**config.mk**
```make
export PLATFORM = sky130hd
export DESIGN_NAME = rsi_isqrt
export DESIGN_NICKNAME = d
export VERILOG_FILES = /design/src/hw/rtl/ray_sphere_intersect_assert.svh /design/src/hw/rtl/rsi_pkg.sv /design/src/hw/rtl/rsi_isqrt.sv
export SDC_FILE = /design/constraint.sdc
export NUM_CORES = 2
export LEC_CHECK = 0
export ABC_AREA = 1
export BUFFER_PORTS_ARGS = -buffer_cell sky130_fd_sc_hd__buf_2
export CAP_MARGIN = 20
export CORE_MARGIN = 3
export CORE_UTILIZATION = 47
export CTS_BUF_LIST = sky130_fd_sc_hd__clkbuf_2 sky130_fd_sc_hd__clkbuf_4 sky130_fd_sc_hd__clkbuf_8
export DETAILED_ROUTE_END_ITERATION = 16
export PLACE_DENSITY_LB_ADDON = 0.3
export SETUP_SLACK_MARGIN = 0.05
export SYNTH_ARGS = -nofsm -noshare
export SYNTH_HDL_FRONTEND = slang
export SYNTH_MEMORY_MAX_BITS = 65536
export SYNTH_SLANG_ARGS = --single-unit
```
**constraint.sdc**
```tcl
create_clock -name clk -period 48.4 [get_ports clk]
set_input_delay 9.68 -clock clk [delete_from_list [all_inputs] [get_ports clk]]
set_output_delay 9.68 -clock clk [all_outputs]
set_load 0.05 [all_outputs]
```
**src/hw/rtl/ray_sphere_intersect_assert.svh**
```systemverilog
// assertion macros for the ray-sphere intersection block
`ifndef RAY_SPHERE_INTERSECT_ASSERT_SVH
`define RAY_SPHERE_INTERSECT_ASSERT_SVH

// same-cycle implication
`define RSI_ASSERT_NOW(label, clk, rst_n, cond, prop) \
  label: assert property (@(posedge clk) disable iff (!rst_n) (cond) |-> (prop)) \
    else $error("rsi: same-cycle check failed");

// next-cycle implication
`define RSI_ASSERT_NEXT(label, clk, rst_n, cond, prop) \
  label: assert property (@(posedge clk) disable iff (!rst_n) (cond) |=> (prop)) \
    else $error("rsi: next-cycle check failed");

`endif

```
**src/hw/rtl/rsi_pkg.sv**
```systemverilog
// shared widths, types and constants of the ray-sphere intersection block
package rsi_pkg;

  localparam int unsigned POS_W   = 24;
  localparam int unsigned DIR_W   = 16;
  localparam int unsigned RAD_W   = 23;
  localparam int unsigned DIST_W  = 26;
  localparam int unsigned LIM_W   = 8;
  localparam int unsigned T1_W    = 28;
  localparam int unsigned T2_W    = 58;
  localparam int unsigned ROOT_W  = T2_W / 2;
  localparam int unsigned ADDR_W  = 3;
  localparam int unsigned DATA_W  = 32;

  localparam logic [LIM_W-1:0] NEAR_ZERO_RESET = LIM_W'(1);
  localparam logic             REG_NEAR_ZERO   = 1'b0;

  // sideband that travels alongside the square root
  typedef struct packed {
    logic            enclosed;
    logic            ok;
    logic [T1_W-1:0] t1;
  } tag_t;

endpackage

```
**src/hw/rtl/rsi_isqrt.sv**
```systemverilog
// pipelined floor integer square root, one result bit per stage
module rsi_isqrt #(
  parameter int unsigned RootW = rsi_pkg::ROOT_W
) (
  input  logic                   clk,
  input  logic                   rst_n,
  input  logic                   in_valid,
  output logic                   in_ready,
  input  logic [2*RootW-1:0]     in_rad,
  input  rsi_pkg::tag_t          in_tag,
  output logic                   out_valid,
  input  logic                   out_ready,
  output logic [RootW-1:0]       out_root,
  output rsi_pkg::tag_t          out_tag
);

  localparam int unsigned RadW = 2 * RootW;
  localparam int unsigned RemW = RootW + 3;

  logic                v_r    [RootW];
  logic [RemW-1:0]     rem_r  [RootW];
  logic [RootW-1:0]    root_r [RootW];
  logic [RadW-1:0]     rad_r  [RootW];
  rsi_pkg::tag_t       tag_r  [RootW];
  logic [RootW:0]      adv;

  assign adv[RootW] = out_ready;

  genvar i;
  generate
    for (i = 0; i < RootW; i++) begin : g_stage
      logic             v_in;
      logic [RemW-1:0]  rem_in;
      logic [RootW-1:0] root_in;
      logic [RadW-1:0]  rad_in;
      rsi_pkg::tag_t    tag_in;
      logic [RemW-1:0]  rem_sh;
      logic [RemW-1:0]  trial;
      logic             take;

      if (i == 0) begin : g_first
        assign v_in    = in_valid;
        assign rem_in  = '0;
        assign root_in = '0;
        assign rad_in  = in_rad;
        assign tag_in  = in_tag;
      end else begin : g_rest
        assign v_in    = v_r[i-1];
        assign rem_in  = rem_r[i-1];
        assign root_in = root_r[i-1];
        assign rad_in  = rad_r[i-1];
        assign tag_in  = tag_r[i-1];
      end

      assign adv[i] = !v_r[i] || adv[i+1];
      // bring down the next two radicand bits and try (4*root + 1)
      assign rem_sh = {rem_in[RemW-3:0], rad_in[RadW-1:RadW-2]};
      assign trial  = RemW'({root_in, 2'b01});
      assign take   = rem_sh >= trial;

      always_ff @(posedge clk) begin
        if (!rst_n) begin
          v_r[i] <= 1'b0;
        end else if (adv[i]) begin
          v_r[i] <= v_in;
        end
      end

      always_ff @(posedge clk) begin
        if (adv[i]) begin
          rem_r[i]  <= take ? rem_sh - trial : rem_sh;
          root_r[i] <= {root_in[RootW-2:0], take};
          rad_r[i]  <= {rad_in[RadW-3:0], 2'b00};
          tag_r[i]  <= tag_in;
        end
      end
    end
  endgenerate

  assign in_ready  = adv[0];
  assign out_valid = v_r[RootW-1];
  assign out_root  = root_r[RootW-1];
  assign out_tag   = tag_r[RootW-1];

endmodule

```
; Word level (Yosys, flattened, before mapping)
; Memories as Yosys holds them, arrays and structs flattened.
; Index checks and enable logic that the tools add are counted.
[word_totals]
register_bits = 0
ram_bits = 4292
elab_cells = 325
memories = 5
[op_classes]
addsub = 29
n_lt_le_gt_ge = 29
mux = 175
bitwise = 29
n_reduce_logical = 58
[memory_table]
columns = name, depth, width, read_ports, rd_clocked_by_memory_dff, write_ports, line
row1 = rad_r, 29, 56, 28, 0, 29, rsi_isqrt.sv:23  ; logic [RadW-1:0] rad_r [RootW];
row2 = rem_r, 29, 32, 28, 0, 29, rsi_isqrt.sv:21  ; logic [RemW-1:0] rem_r [RootW];
row3 = tag_r, 29, 30, 29, 0, 29, rsi_isqrt.sv:24  ; rsi_pkg::tag_t tag_r [RootW];
row4 = root_r, 29, 29, 29, 0, 29, rsi_isqrt.sv:22  ; logic [RootW-1:0] root_r [RootW];
row5 = v_r, 29, 1, 29, 0, 29, rsi_isqrt.sv:20  ; logic v_r [RootW];
[ops]
columns = cell, count
row1 = $mux W32, 29
row2 = $ge A32 B31 Y1, 28
row3 = $sub A32 B31 Y32, 28
row4 = $mux W1, 146
row5 = $logic_not A1 Y1, 29
row6 = $logic_or A1 B1 Y1, 29
row7 = $or A1 B1 Y1, 29
row8 = $sub A2 B1 Y3 const B, 1
row9 = $ge A2 B1 Y1 const B, 1

; Depth between registers and ports, before layout
; An unclocked memory read counts as a cell.
[depth]
word_depth = 35
mapped_depth = 23
ltp_nobuf = 23

; Worst setup path before layout
; OpenSTA, ideal clock, no wires.
[synth_path]
path_kind = input port to output port
start = input out_ready
end = output in_ready
arrival_ns = 22.481
path_slack_ns = 16.239
cell_stages = 16
path_buffers = 0
path_cell_list = inv_1 nand4_4 nor2_4 nand4_4 nor2_4 nand4_4 nor2_4 nand4_4 nor2_4 nand4_4 nor2_4 nand4_4 nor2_4 nand4_4 nor2_4 nand2_1
[synth_between]
elab_chain_len = 29
[synth_rtl]
columns = item, line
row1 = "start, declared", rsi_isqrt.sv:12  ; input logic out_ready,
row2 = $logic_or A1 B1 Y1 (3 in series), rsi_isqrt.sv:55  ; assign adv[i] = !v_r[i] || adv[i+1];
row3 = net adv[26], rsi_isqrt.sv:25  ; logic [RootW:0] adv;
row4 = $logic_or A1 B1 Y1 (4 in series), rsi_isqrt.sv:55
row5 = net adv[22], rsi_isqrt.sv:25
row6 = $logic_or A1 B1 Y1 (4 in series), rsi_isqrt.sv:55
row7 = net adv[18], rsi_isqrt.sv:25
row8 = $logic_or A1 B1 Y1 (4 in series), rsi_isqrt.sv:55
row9 = net adv[14], rsi_isqrt.sv:25
row10 = $logic_or A1 B1 Y1 (4 in series), rsi_isqrt.sv:55
row11 = net adv[10], rsi_isqrt.sv:25
row12 = $logic_or A1 B1 Y1 (4 in series), rsi_isqrt.sv:55
row13 = net adv[6], rsi_isqrt.sv:25
row14 = $logic_or A1 B1 Y1 (4 in series), rsi_isqrt.sv:55
row15 = net adv[2], rsi_isqrt.sv:25
row16 = $logic_or A1 B1 Y1 (2 in series), rsi_isqrt.sv:55
row17 = "end, declared", rsi_isqrt.sv:8  ; output logic in_ready,
; The timed path passes the listed nets, and every way through them passes these cells.

; Worst setup path in the final report
; Ends and elaborated chain as after synthesis.

==> report_table.html <==
<table>
<tr><th>Metric</th><th>Value</th></tr>
<tr><th colspan="2">Worst setup path</th></tr>
<tr><td>Critical path fanouts, max</td><td>between 50 and 60</td></tr>
<tr><td>Signal arrival time at the worst endpoint</td><td>around 16 ns</td></tr>
<tr><td>Type of the worst setup path</td><td>input port to primary output</td></tr>
<tr><td>Startpoint type of the worst setup path</td><td>input port</td></tr>
<tr><td>Ordered cell list for the critical path</td><td>buf_2 -&gt; inv_1 -&gt; nand4_4 -&gt; nor2_4 -&gt; nand4_4 -&gt; nor2_4 -&gt; nand4_4 -&gt; nor2_4 -&gt; nand4_4 -&gt; buf_4 -&gt; nor2_4 -&gt; nand4_4 -&gt; nor2_4 -&gt; nand4_4 -&gt; nor2_4 -&gt; nand4_4 -&gt; nor2_4 -&gt; nand2_4 -&gt; buf_2</td></tr>
<tr><td>Endpoint type of the worst setup path</td><td>primary output</td></tr>
<tr><td>Crit path max-delay cell type</td><td>sky130_fd_sc_hd__nand4_4</td></tr>
<tr><td>Crit path required time</td><td>between 30 and 40 ns</td></tr>
<tr><td>Highest cell delay on the worst timing path</td><td>roughly 0.75 ns</td></tr>
<tr><th colspan="2">Final layout</th></tr>
<tr><td>Layout Cell Area excl Fill</td><td>137,000 sq um</td></tr>
<tr><td>Non-filler instance count after layout</td><td>13,600</td></tr>
<tr><td>Number of filler cells placed in the layout</td><td>about 21,000</td></tr>
<tr><td>Final nets</td><td>slightly above 10,000</td></tr>
<tr><td>Share of cells above drive strength 1</td><td>about 10%</td></tr>
<tr><td>Post-synthesis to final-layout area growth</td><td>11.6%</td></tr>
<tr><th colspan="2">Routing</th></tr>
<tr><td>Via-per-instance ratio</td><td>~5.0</td></tr>
<tr><td>Total detailed-routing wirelength</td><td>between 200,000 and 250,000 um</td></tr>
<tr><td>Average detailed-routed wire length per instance</td><td>around 18 um</td></tr>
<tr><td>Count of antenna-violating nets left after detailed routing</td><td>0</td></tr>
<tr><td>DRC violation count after routing</td><td>0</td></tr>
<tr><td>Detailed router's first-iteration violation count</td><td>4,756</td></tr>
<tr><td>Total via count after detailed routing</td><td>between 60,000 and 70,000</td></tr>
<tr><td>Router iterations before antenna repair</td><td>6</td></tr>
<tr><th colspan="2">GRT</th></tr>
<tr><td>Grt ovf</td><td>0</td></tr>
<tr><td>Number of antenna violations at the first check in global routing</td><td>3</td></tr>
<tr><td>Wire length of the first global-routing pass</td><td>about 380,000 um</td></tr>
<tr><td>All-Layer GR Usage</td><td>between 10% and 20%</td></tr>
<tr><td>Maximum number of pins on one net before global-route repair</td><td>91</td></tr>
<tr><td>Vias in the first global route</td><td>between 60,000 and 70,000</td></tr>
<tr><th colspan="2">Placed design</th></tr>
<tr><td>Number of port buffers</td><td>between 150 and 200</td></tr>
<tr><td>Gpl congestion</td><td>0.939</td></tr>
<tr><td>Cell count after placement</td><td>approximately 13,000</td></tr>
<tr><td>Total cell area at the placement stage</td><td>around 130,000 sq um</td></tr>
<tr><td>DP Wirelength</td><td>about 180,000 um</td></tr>
<tr><th colspan="2">Logic synthesis</th></tr>
<tr><td>Avg Cell Area, Syn</td><td>~13 sq um</td></tr>
<tr><td>Cell types occupying the most area after synthesis</td><td>sky130_fd_sc_hd__edfxtp_1 72%, sky130_fd_sc_hd__ha_1 4.7%, sky130_fd_sc_hd__nand2_1 3.5%</td></tr>
<tr><td>Synth area leader</td><td>sky130_fd_sc_hd__edfxtp_1</td></tr>
<tr><td>Library cells used by synthesis</td><td>between 60 and 70</td></tr>
<tr><td>Synthesis Warnings</td><td>0</td></tr>
<tr><td>Number of enable flip-flop cells after synthesis</td><td>~2,900</td></tr>
<tr><td>Register bit total from synthesis</td><td>approximately 2,900</td></tr>
<tr><td>Post-synthesis instance area</td><td>123,000 sq um</td></tr>
<tr><td>Fraction of synthesized cell area taken by the top area cell type</td><td>a little under three quarters</td></tr>
<tr><td>Async set-or-reset flop fraction in the synthesized netlist</td><td>0%</td></tr>
<tr><td>Number of cells produced by synthesis</td><td>about 9,100</td></tr>
<tr><td>Proportion of synthesized chip area in sequential cells</td><td>between 70% and 80%</td></tr>
<tr><td>Top FF cell, synth</td><td>sky130_fd_sc_hd__edfxtp_1</td></tr>
<tr><td>Nets in the synthesized netlist</td><td>slightly below 10,000</td></tr>
<tr><th colspan="2">Run status</th></tr>
<tr><td>Status</td><td>complete, no violations</td></tr>
<tr><th colspan="2">STA</th></tr>
<tr><td>Time the final worst path needs with I/O delays and setup</td><td>~26 ns</td></tr>
<tr><td>Relative slew margins</td><td>26.5%</td></tr>
<tr><td>Post-route clock period utilization</td><td>~54%</td></tr>
<tr><td>Measured slew at the worst slew-check pin</td><td>roughly 1.1 ns</td></tr>
<tr><td>Clock skew</td><td>0.130 ns</td></tr>
<tr><td>Unrepaired setup endpoints after global routing</td><td>no</td></tr>
<tr><td>Number of hold violations in the final report</td><td>0</td></tr>
<tr><td>Timing-limited maximum frequency</td><td>roughly 0.039 GHz</td></tr>
<tr><td>Accumulated negative setup slack</td><td>0 ns</td></tr>
<tr><td>Count of final max-slew check failures</td><td>0</td></tr>
<tr><td>Hold slack final</td><td>~0.35 ns</td></tr>
<tr><td>Final Setup Violations</td><td>0</td></tr>
<tr><th colspan="2">Floorplanning</th></tr>
<tr><td>Standard-cell rows</td><td>about 190</td></tr>
<tr><td>Die outline height</td><td>just over 500 um</td></tr>
<tr><td>Overall die width</td><td>roughly 520 um</td></tr>
<tr><td>Area enclosed by the die boundary</td><td>between 200,000 and 300,000 sq um</td></tr>
<tr><td>Area of the core region</td><td>~260,000 sq um</td></tr>
<tr><td>Number of top-level design ports</td><td>~150</td></tr>
<tr><td>Initial core utilization</td><td>approximately 47%</td></tr>
<tr><th colspan="2">Hold path</th></tr>
<tr><td>Hold crit path type</td><td>flip-flop to flip-flop</td></tr>
<tr><th colspan="2">Job</th></tr>
<tr><td>Max-cap violation count</td><td>0</td></tr>
<tr><th colspan="2">Power and ir drop</th></tr>
<tr><td>Lkg Pwr</td><td>between 50 and 60 nW</td></tr>
<tr><td>Power Density</td><td>about 46 nW/um^2</td></tr>
<tr><td>Max IR drop VDD</td><td>roughly 0.000034 V</td></tr>
<tr><th colspan="2">CTS</th></tr>
<tr><td>Max H-tree Level</td><td>5</td></tr>
<tr><td>Number of sinks handled by clock tree synthesis</td><td>between 2,000 and 3,000</td></tr>
<tr><td>Worst-Skew Late Latency</td><td>between 1 and 1.5 ns</td></tr>
<tr><td>Clock Root Buffer</td><td>sky130_fd_sc_hd__clkbuf_8</td></tr>
<tr><td>Cts hold-fix bufs</td><td>0</td></tr>
<tr><td>Clock tree from TritonCTS</td><td>built</td></tr>
<tr><td>Post-CTS setup buffers</td><td>0</td></tr>
<tr><td>Clock buffer count from CTS</td><td>462</td></tr>
<tr><td>Maximum buffer depth of the clock tree</td><td>4</td></tr>
<tr><td>Clock slew seen by the registers of the worst setup and hold paths</td><td>0.06 ns</td></tr>
<tr><td>CTS resizes</td><td>0</td></tr>
</table>
==> worst paths after layout <==
kind / startpoint / cells after the start / to / slack (ns)
min: tag_r[0][206]$_DFFE_PP_ / 0 / tag_r[0][236]$_DFFE_PP_ / 0.35
max: out_ready / 19 / in_ready / 22.46
max reg2reg: v_r[1][12]$_DFFE_PP_ / 18 / rad_r[0][17]$_DFFE_PP_ / 40.99
min reg2reg: tag_r[0][206]$_DFFE_PP_ / 0 / tag_r[0][236]$_DFFE_PP_ / 0.35
==> cells by family after synthesis <==
logic type / after synthesis / share of synthesized area [%]
AOI/OAI and AO/OA: 1325 / 5.91
xor gates and xnor gates: 679 / 4.84
adders and majority gates: 466 / 4.74
buffers and inverters: 1227 / 3.80
DFF: 2944 / 71.9
other: 1 / 0.00305
and+or+nand+nor: 2502 / 8.78
==> synthesized netlist by cell type (12+ instances only) <==
library cell                  n
sky130_fd_sc_hd__o221ai_1    12
sky130_fd_sc_hd__or2_2       30
sky130_fd_sc_hd__nand2_1   1155
sky130_fd_sc_hd__xor2_1     383
sky130_fd_sc_hd__a31oi_1     41
sky130_fd_sc_hd__buf_2       32
sky130_fd_sc_hd__a21boi_1    12
sky130_fd_sc_hd__nor2_1     718
sky130_fd_sc_hd__edfxtp_1  2943
sky130_fd_sc_hd__o21ai_1     64
sky130_fd_sc_hd__clkbuf_1    40
sky130_fd_sc_hd__ha_1       466
sky130_fd_sc_hd__nor4_1      70
sky130_fd_sc_hd__a21o_1      15
sky130_fd_sc_hd__a21oi_1    550
sky130_fd_sc_hd__xnor2_1    296
sky130_fd_sc_hd__o21ai_0    479
sky130_fd_sc_hd__o21a_1      28
sky130_fd_sc_hd__o21bai_1    24
sky130_fd_sc_hd__nand4_1     89
sky130_fd_sc_hd__inv_1     1123
sky130_fd_sc_hd__inv_2       17
sky130_fd_sc_hd__o211ai_1    29
sky130_fd_sc_hd__nor3_1     158
sky130_fd_sc_hd__nand3_1    207
==> where the power goes <==
| part | leakage [nW] | internal [mW] | switching [mW] | total (mW) |
|---|---|---|---|---|
| combinational | 20.7 | 0.335 | 0.540 | 0.875 |
| sequential | 30.2 | 3.21 | 0.252 | 3.46 |
| clock | 4.76 | 1.11 | 0.924 | 2.03 |
| total | 55.6 | 4.66 | 1.72 | 6.37 |
==> metrics by stage <==
step	power (mW)	util (%)	setup slack [ns]
6_report	6.37	52.8	22.46
5_1_grt	6.71	52.8	21.86
3_5_place_dp	4.38	49.3	22.28
3_3_place_gp	4.37	49.3	22.48
2_1_floorplan	4.07	-	16.24
4_1_cts	6.44	52.7	22.28
==> flip-flops by register name, indices dropped and copies added, names as in the netlist <==
name and count:
tag_r 870, rad_r 812, rem_r 798, root_r 435, v_r 29
==> critical path, delay by kind of cell <==
family / cells / cell delay (ns)
simple gates: 15 / 5.61
buf+inv: 4 / 0.91
==> layout make-up <==
type / count / area (sq um) / area share, %
sequential: 2944 / 88400 / 64.5
antenna: 3 / 7.51 / 0.00547
clock buffer: 620 / 7560 / 5.51
inverter: 1142 / 4310 / 3.14
tap: 3496 / 4370 / 3.19
timing repair buffer: 195 / 1120 / 0.814
clock inverter: 193 / 1490 / 1.09
multi-input combinational: 4973 / 29900 / 21.8
==> placed cells by master, fill, tap and decap left out, drive strengths merged, types with 4 or more instances in the layout <==
cell type	synthesis	final
o21ai	549	549
inv	1140	1144
o21a	28	28
a31oi	41	41
o211ai	30	30
nand3	212	212
o221ai	12	12
xnor2	296	296
a221oi	10	10
a21oi	554	554
nand4	99	99
clkinvlp	0	12
nor4b	5	5
a21o	15	15
o21bai	24	24
clkinv	2	161
a21boi	16	16
xor2	383	383
or2	32	32
clkbuf	40	620
buf	45	195
o31ai	7	7
edfxtp	2943	2943
o2111ai	8	8
bufinv	0	18
a41oi	4	4
nor2	733	733
nor3	164	164
nand3b	7	7
ha	466	466
and2	4	4
nor4	73	73
a211oi	11	11
nand2	1165	1165
==> metal layers <==
metal	track usage [%]	routed length, um
met5	0	0
met4	8.48	11300
met3	2.59	10300
met2	33.5	128000
met1	21.3	96500
(Power assumes the default switching activity.)
